<file path="src/rtl/core/sortpq_pkg.sv">
// Types, codes and defaults shared by the sorted priority queue modules.
package sortpq_pkg;

  // Default queue depth
  localparam int DEPTH_DEF = 8;

  // Field widths
  localparam int PRIO_W  = 4;
  localparam int CTIME_W = 3;
  localparam int JOBNO_W = 17;
  localparam int PRODN_W = 8;
  localparam int TAG_W   = 32;
  localparam int STAT_W  = 2;
  localparam int OCC_W   = 4;

  // Operation codes
  localparam logic KIND_PUSH = 1'b0;
  localparam logic KIND_POP  = 1'b1;

  // Status codes
  localparam logic [STAT_W-1:0] STATUS_OK    = 2'd0;
  localparam logic [STAT_W-1:0] STATUS_FULL  = 2'd1;
  localparam logic [STAT_W-1:0] STATUS_EMPTY = 2'd2;

  // One command transfer
  typedef struct packed {
    logic               kind;
    logic [PRIO_W-1:0]  job_priority;
    logic [CTIME_W-1:0] job_compute_time;
    logic [JOBNO_W-1:0] job_number;
    logic [PRODN_W-1:0] producer_number;
    logic [TAG_W-1:0]   producer_tag;
  } job_in_t;

  // One result transfer
  typedef struct packed {
    logic [STAT_W-1:0]  status;
    logic [PRIO_W-1:0]  out_priority;
    logic [CTIME_W-1:0] out_compute_time;
    logic [JOBNO_W-1:0] out_job_number;
    logic [PRODN_W-1:0] out_producer_number;
    logic [TAG_W-1:0]   out_producer_tag;
    logic [OCC_W-1:0]   occupancy;
  } job_out_t;

  // One stored job
  typedef struct packed {
    logic [PRIO_W-1:0]  prio;
    logic [CTIME_W-1:0] ctime;
    logic [JOBNO_W-1:0] job_number;
    logic [PRODN_W-1:0] producer_number;
    logic [TAG_W-1:0]   producer_tag;
  } entry_t;

  // Commands from controller to datapath
  typedef struct packed {
    logic load;   // capture the incoming command
    logic exec;   // apply the captured command to the queue
  } ctrl_cmd_t;

endpackage

</file>
<file path="src/rtl/core/sortpq_ctrl.sv">
// Controller state machine of the sorted priority queue.
module sortpq_ctrl (
  input  logic                  clk,
  input  logic                  rst,
  input  logic                  start,
  output logic                  busy,
  output logic                  done,
  output sortpq_pkg::ctrl_cmd_t ctrl
);
  import sortpq_pkg::*;

  localparam logic ST_IDLE = 1'b0;
  localparam logic ST_EXEC = 1'b1;

  logic state;
  logic state_next;

  // Decode next state
  always_comb begin
    state_next = state;
    unique case (state)
      ST_IDLE: begin
        if (start) state_next = ST_EXEC;
      end
      ST_EXEC: begin
        state_next = ST_IDLE;
      end
      default: begin
        state_next = ST_IDLE;
      end
    endcase
  end

  // Advance state and raise the result strobe after execution
  always_ff @(posedge clk) begin
    if (rst) begin
      state <= ST_IDLE;
      done  <= 1'b0;
    end else begin
      state <= state_next;
      done  <= (state == ST_EXEC);
    end
  end

  // Drive commands to the datapath
  assign busy      = (state != ST_IDLE);
  assign ctrl.load = start && (state == ST_IDLE);
  assign ctrl.exec = (state == ST_EXEC);

endmodule

</file>
<file path="src/rtl/core/sortpq_datapath.sv">
// Datapath of the sorted priority queue: command register, sorted cells, result register.
module sortpq_datapath #(
  parameter int DEPTH = sortpq_pkg::DEPTH_DEF
) (
  input  logic                  clk,
  input  logic                  rst,
  input  sortpq_pkg::ctrl_cmd_t ctrl,
  input  sortpq_pkg::job_in_t   cmd,
  output sortpq_pkg::job_out_t  result
);
  import sortpq_pkg::*;

  localparam int CW = $clog2(DEPTH + 1);

  job_in_t          req;
  entry_t           cells      [DEPTH];
  entry_t           cells_next [DEPTH];
  logic [CW-1:0]    count;
  logic [CW-1:0]    count_next;
  job_out_t         res_next;
  entry_t           new_job;
  logic [DEPTH-1:0] ge;
  logic             full;
  logic             empty;
  logic             do_push;
  logic             do_pop;

  // Hold the command until it is executed
  always_ff @(posedge clk) begin
    if (ctrl.load) req <= cmd;
  end

  assign new_job = '{prio:            req.job_priority,
                     ctime:           req.job_compute_time,
                     job_number:      req.job_number,
                     producer_number: req.producer_number,
                     producer_tag:    req.producer_tag};

  assign full    = (count == CW'(DEPTH));
  assign empty   = (count == '0);
  assign do_push = (req.kind == KIND_PUSH) && !full;
  assign do_pop  = (req.kind == KIND_POP) && !empty;

  // Cells hold jobs in descending priority, head in cell 0; a new job goes
  // behind every stored job of equal or higher priority
  genvar i;
  generate
    for (i = 0; i < DEPTH; i++) begin : g_cell
      assign ge[i] = (count > CW'(i)) && (cells[i].prio >= req.job_priority);

      always_comb begin
        cells_next[i] = cells[i];
        if (do_push && !ge[i]) begin
          if (i == 0) begin
            cells_next[i] = new_job;
          end else if (ge[(i > 0) ? i - 1 : 0]) begin
            cells_next[i] = new_job;
          end else begin
            cells_next[i] = cells[(i > 0) ? i - 1 : 0];
          end
        end else if (do_pop && (i < DEPTH - 1)) begin
          cells_next[i] = cells[(i < DEPTH - 1) ? i + 1 : i];
        end
      end

      always_ff @(posedge clk) begin
        if (ctrl.exec) cells[i] <= cells_next[i];
      end
    end
  endgenerate

  // Work out the new count and the result
  always_comb begin
    count_next = count;
    if (do_push) count_next = count + CW'(1);
    else if (do_pop) count_next = count - CW'(1);

    res_next = '0;
    if (req.kind == KIND_PUSH) begin
      res_next.status = full ? STATUS_FULL : STATUS_OK;
    end else if (empty) begin
      res_next.status = STATUS_EMPTY;
    end else begin
      res_next.status              = STATUS_OK;
      res_next.out_priority        = cells[0].prio;
      res_next.out_compute_time    = cells[0].ctime;
      res_next.out_job_number      = cells[0].job_number;
      res_next.out_producer_number = cells[0].producer_number;
      res_next.out_producer_tag    = cells[0].producer_tag;
    end
    res_next.occupancy = OCC_W'(count_next);
  end

  // Update count and result on execution
  always_ff @(posedge clk) begin
    if (rst) begin
      count <= '0;
    end else if (ctrl.exec) begin
      count <= count_next;
    end
  end

  always_ff @(posedge clk) begin
    if (ctrl.exec) result <= res_next;
  end

endmodule

</file>
<file path="src/rtl/core/sorted_priority_queue_core.sv">
// Top level of the sorted priority queue: controller plus datapath.
//
// Usage:
//   Command channel: drive cmd and raise start; the transfer happens at the
//   rising edge where start is high and busy is low. cmd.kind selects a push
//   (store the job) or a pop (return the highest-priority job, oldest first
//   among equal priorities).
//   Result channel: done is high for exactly one cycle and result holds the
//   status, the popped job (zeros for a push or an empty pop) and the
//   occupancy after the operation. The transfer happens at the edge ending
//   that cycle; the receiver cannot stall it, so it must sample then.
//   Order: the command transfer loads the command register; the cell row,
//   the count and the result register then update, and done rises with them.
//   Busy is high for the cycle in which the captured command shifts the cell
//   row, so no new command is taken then; a new command may be
//   transferred in the same cycle that done is high.
//   Reset (rst, synchronous, active high): the queue is empty, busy and done
//   are low. Stored job contents are not cleared.
module sorted_priority_queue_core #(
  parameter int DEPTH = sortpq_pkg::DEPTH_DEF
) (
  input  logic                 clk,
  input  logic                 rst,
  input  logic                 start,
  output logic                 busy,
  input  sortpq_pkg::job_in_t  cmd,
  output logic                 done,
  output sortpq_pkg::job_out_t result
);
  import sortpq_pkg::*;

  ctrl_cmd_t ctrl;

  // Sequence each command
  sortpq_ctrl u_ctrl (
    .clk   (clk),
    .rst   (rst),
    .start (start),
    .busy  (busy),
    .done  (done),
    .ctrl  (ctrl)
  );

  // Hold the sorted jobs
  sortpq_datapath #(
    .DEPTH (DEPTH)
  ) u_datapath (
    .clk    (clk),
    .rst    (rst),
    .ctrl   (ctrl),
    .cmd    (cmd),
    .result (result)
  );

endmodule

</file>
<file path="config.mk">
export PLATFORM = sky130hd
export DESIGN_NAME = sorted_priority_queue_core
export DESIGN_NICKNAME = d
export VERILOG_FILES = /design/src/rtl/core/sortpq_pkg.sv /design/src/rtl/core/sortpq_ctrl.sv /design/src/rtl/core/sortpq_datapath.sv /design/src/rtl/core/sorted_priority_queue_core.sv
export SDC_FILE = /design/constraint.sdc
export NUM_CORES = 1
export LEC_CHECK = 0
export ABC_AREA = 1
export BUFFER_PORTS_ARGS = -buffer_cell sky130_fd_sc_hd__buf_2
export CORE_MARGIN = 2
export CORE_UTILIZATION = 55
export DETAILED_ROUTE_END_ITERATION = 16
export GPL_TIMING_DRIVEN = 0
export PLACE_DENSITY = 0.72
export SLEW_MARGIN = 25
export SYNTH_ARGS = -nofsm -noshare
export SYNTH_HDL_FRONTEND = slang
export SYNTH_SLANG_ARGS = --single-unit
</file>
<file path="constraint.sdc">
create_clock -name clk -period 13.7 [get_ports clk]
set_clock_uncertainty 0.1 [all_clocks]
set_input_delay 0.685 -clock clk [delete_from_list [all_inputs] [get_ports clk]]
set_output_delay 0.685 -clock clk [all_outputs]
set_load 0.005 [all_outputs]
</file>
## After elaboration in Yosys (flattened, before gate mapping)

Memories as Yosys holds them, arrays and structs flattened.
Cells that the tools add are included.

| word-level totals | value |
|---|---|
| flip-flop bits (word level) | 141 |
| input bits | 68 |
| bits in writable memories | 512 |
| memories | 1 |

Memory list:

| memory | depth | width | read ports | clocked after memory_dff | wr ports | line | source |
|---|---|---|---|---|---|---|---|
| u_datapath.cells | 8 | 64 | 8 | 0 | 8 | sortpq_datapath.sv:16 | `entry_t cells [DEPTH];` |

| operators by class | value |
|---|---|
| $lt $le $gt $ge | 16 |
| eq/ne operators | 1 |
| bitwise operators | 2 |
| muxes and demuxes | 31 |
| reductions and logical operators | 31 |
| $add $sub $neg | 2 |

Operator list:

| kind | number |
|---|---|
| 64-bit two-way mux | 22 |
| 4-bit >= comparator | 8 |
| 1-bit logical AND | 19 |
| 4-bit by 3-bit greater-than comparator with 1-bit output, second input constant | 4 |
| 1-bit logical NOT | 10 |
| 4-bit by 1-bit greater-than comparator with 1-bit output, second input constant | 2 |
| 4-bit by 2-bit greater-than comparator with 1-bit output, second input constant | 2 |
| 4-bit two-way mux | 2 |
| 4-bit by 1-bit adder with 4-bit output, second input constant | 1 |
| 4-bit == test, second input constant | 1 |
| 4-bit logical NOT | 1 |
| 1-bit two-way mux | 4 |
| 2-bit two-way mux | 2 |
| 4-bit by 1-bit subtractor with 4-bit output, second input constant | 1 |
| 1-bit NOT | 2 |
| 1-bit case mux with 2 select lines | 1 |
| 2-bit OR reduction | 1 |

## Longest topological paths before layout

An unclocked memory read counts as a cell.

| logic depth | value |
|---|---|
| word-level depth | 6 |
| mapped depth | 14 |

## Modules after synthesis

Synthesis repeated with hierarchy kept, for this count alone.

| unflattened totals | value |
|---|---|
| cells, all modules | 3859 |
| area, all modules | 33007.9 µm² |

Modules (own cells, without submodules):

| module | seq. area each (µm²) | instances | area an instance (µm²) | cells each |
|---|---|---|---|---|
| sortpq_datapath | 19508.7 | 1 | 32936.6 | 3851 |
| sortpq_ctrl | 40.0 | 1 | 71.3 | 8 |

## Least setup slack after synthesis

Ideal clock, no wire load.

| timing path | value |
|---|---|
| path type | flip-flop to flip-flop |
| from | register u_ctrl.state, in the netlist u_ctrl.busy |
| to | memory u_datapath.cells[0][0] (netlist name), enable pin |
| path slack | 7.446 ns |
| clock period less this slack | 6.254 ns |
| arrival time | 5.648 ns |
| cell stages (with the launch flop) | 4 |
| path through | dfxtp_1 -> inv_1 -> clkbuf_1 -> a21oi_1 |

RTL lines:

| element | line | source |
|---|---|---|
| start: declaration | sortpq_ctrl.sv:15 | `logic state;` |
| start signal: assignment | sortpq_ctrl.sv:40 | `state <= state_next;` |
| end: declaration | sortpq_datapath.sv:16 |  |

==> impl_results.md <==
* Vias in the first global route at 25.6k
* FF/Latch Area at 19,600 sq um
* DIE HEIGHT at 249 um
* Kind of critical path: flip-flop to flip-flop
* First-pass GRT wire length at 149 mm
* Crit path capture: u_datapath.cells[1][146]$_DFFE_PP_
* Initial Utilization at 55.7%
* Synth cell types at 29
* Flop2flop setup slack at 9.99 ns
* Clock buffer depth at 3
* Clock network power share at 36.2%
* P per Cell Area at 138 nW/um^2
* Setup TNS at 0 ns
* Slew headroom at 30.9%
* Synth Cell Area at 33,000 sq um
* Switching Share at 29.3%
* Post_cts resized at 0
* CTS clock-pin slew for the worst setup and hold paths at 0.06 ns
* Initial antenna violation count at 1
* P_int at 3700 uW
* Area growth, synth to finish at 14.6%
* CP Launch Type: flip-flop
* Post-cts hold buffer count at 0
* Mean post-synth cell area at 8.57 sq um
* GR Util met1 at 42.4%
* Count leader, synth: nand2_1
* Worst-Margin Slew at 1.04 ns
* Fill count at 5,023
* Max capacitance violation total at 0
* Detailed placement HPWL at 68.7 mm
* CP max FO at 18
* Cells on worst reg2reg path at 12
* Worst Setup SP: u_datapath.new_job[62]$_DFFE_PP_
* Worst Path Required at 13.92 ns
* GR met3 Demand/Resource at 7.14%
* Critical Path AT at 3.93 ns
* Post-synth top cells: nand2_1 (2,102), edfxtp_1 (647), nand3_1 (398), inv_1 (168), buf_2 (140)
* Syn. warnings at 0
* Status: completed
* Post-layout min period at 3.71 ns
* Core Area at 59,200 sq um
* P_leak at 0.0177 uW
* Total number of vias at 27.4k
* Post-synth top area share at 58.8%
* Hold Crit Class: input port to flip-flop
* Reg-to-Reg Start: u_datapath.new_job[62]$_DFFE_PP_
* Largest net degree at the start of global routing at 43
* Final count of hold timing violations at 0
* GP Congestion at 0.907
* Sequential share of power at 46.4%
* Async SR Flop Fraction at 0%
* Final Slew Violations at 0
* M2 GR Usage at 49.9%
* Post-Syn Nets at 3,958
* Antenna-violating nets left at 0
* RSZ-0062 raised after global routing: false
* # DRC at 0
* Final Setup Violations at 0
* I/O Buffers at 139
* VDD IR max at 0.0000832 V
* Drt pass-1 iters at 6
* Post-Synthesis Cells at 3,854
* FMAX at 0.270 GHz
* DR WL/cell at 20.1 um
* H-Tree Depth at 3
* Total grt overflow at 0
* # rows at 89
* Top_reg_cell synth: edfxtp_1
* Sequential element share of the synthesized area at 59.2%
* Synth area leaders: edfxtp_1 (59%), nand2_1 (24%), nand3_1 (6.0%), buf_2 (2.1%), inv_1 (1.9%)
* Via/cell ratio at 5.56
* DIE AREA at 62,000 sq um
* Nets at 4,202
* CTS Buf Count at 71
* Ratio of cells with drive above 1 in the final layout at 11.5%
* Clock Latency Late Sink at 0.63 ns
* Reg2reg end: u_datapath.cells[1][146]$_DFFE_PP_
* Logic pwr share at 17.4%
* Final WL at 99.1 mm
* # clock sinks at 653
* Yosys reg bits at 653
* Gr usage total at 31.6%
* Number of synthesized flops with an enable pin at 647
* Chip width at 249 um
* Grt peak-use layer: met2
* Post-synth top area cell: edfxtp_1
* Placed instance area at 35,600 sq um
* Multi-input gate area at 11,600 sq um
* Final Cycle Share at 27.1%
* Cell area after layout at 37,900 sq um
* Number of I/O pins at 140
* Postcts setup bufs at 0
* Sw power at 1540 uW
* CTS tree: built
* Initial DRC count at 3,228
* Crit. End Element: flip-flop
* Root buf cell: clkbuf_16
worst max-delay path, stage by stage, from the launching register on:
cell and delay (ns):
edfxtp_1 0.54, inv_1 0.43, ha_1 0.32, nand2_1 0.07, inv_1 0.04, nand3_1 0.06
nand3_1 0.10, nand2_1 0.18, nand2_1 0.09, clkbuf_1 0.32, a21oi_4 0.68, buf_16 0.25
buf_8 0.18
kinds of logic after synthesis:
logic type	Yosys count	share of synthesized area, %
simple gates	2585	31.0
compound gates	161	2.48
buf+inv	417	5.88
flops	653	59.2
xor+xnor	2	0.0531
fa+ha+maj	36	1.36
routing by layer:
| layer | wire length [um] | part of all wire (%) |
|---|---|---|
| met1 | 39800 | 40 |
| met3 | 10500 | 11 |
| met5 | 0 | 0 |
| met2 | 44600 | 45 |
| met4 | 4230 | 4.3 |
power by group through the flow:
stage	registers [uW]	clock network (uW)	logic, uW
2_1_floorplan	2450	0	563
3_3_place_gp	2490	0	826
3_5_place_dp	2470	0	887
4_1_cts	2430	1910	892
5_1_grt	2440	1990	1000
6_report	2430	1900	913
worst min path at each step:
stage               cells past startpoint                                from                                  to
CTS                                     1                              cmd[2]     u_datapath.new_job[2]$_DFFE_PP_
global route                            1                             cmd[61]    u_datapath.new_job[61]$_DFFE_PP_
finish                                  1                             cmd[61]    u_datapath.new_job[61]$_DFFE_PP_
floorplan                               2  u_datapath.cells[1][192]$_DFFE_PP_  u_datapath.cells[1][128]$_DFFE_PP_
global placement                        2  u_datapath.cells[1][221]$_DFFE_PP_  u_datapath.cells[1][157]$_DFFE_PP_
detailed placement                      2  u_datapath.cells[1][206]$_DFFE_PP_  u_datapath.cells[1][142]$_DFFE_PP_
area by class of cell:
type	count	share of cell area, %
diodes	3	0.0198
flip-flops and latches	653	51.6
clock buffers	85	5.00
inverters	175	1.74
multi-input cells	2784	30.7
plain buffers	242	3.40
well taps	773	2.55
repair buffers	171	4.01
clock inverters	41	0.906
per-stage QoR:
stage / power [uW] / instances / hold WS (ns) / util [%] / worst slack (ns)
5_1_grt: 5430 / 4924 / 0.108 / 63.9 / 9.86
4_1_cts: 5230 / 4924 / 0.104 / 63.9 / 10.10
2_1_floorplan: 3020 / 3854 / 0.394 / - / 7.45
3_5_place_dp: 3350 / 4798 / 0.403 / 60.1 / 10.13
6_report: 5240 / 4927 / 0.127 / 63.9 / 9.99
3_3_place_gp: 3310 / 4766 / 0.397 / 58.6 / 3.47
cells in the final DEF, fill, tap and decap left out, types with 17 or more instances in the layout:
master and instances:
edfxtp_1 647, nand3_1 398, clkbuf_16 74, nor2_1 69, inv_1 168, buf_16 26
nand2_1 2102, o21ai_1 30, clkinv_1 17, o21ai_0 106, ha_1 36, clkbuf_1 52
buf_2 279, buf_4 31
state kept, by name (all words and copies together), names as in the netlist:
name and count:
u_datapath.cells 512, u_datapath.new_job 64, u_datapath.count 4, u_ctrl.busy 1, u_ctrl.done 1, u_datapath.req 1, u_datapath.result 70
No activity file was read; power rests on OpenSTA's default activity.
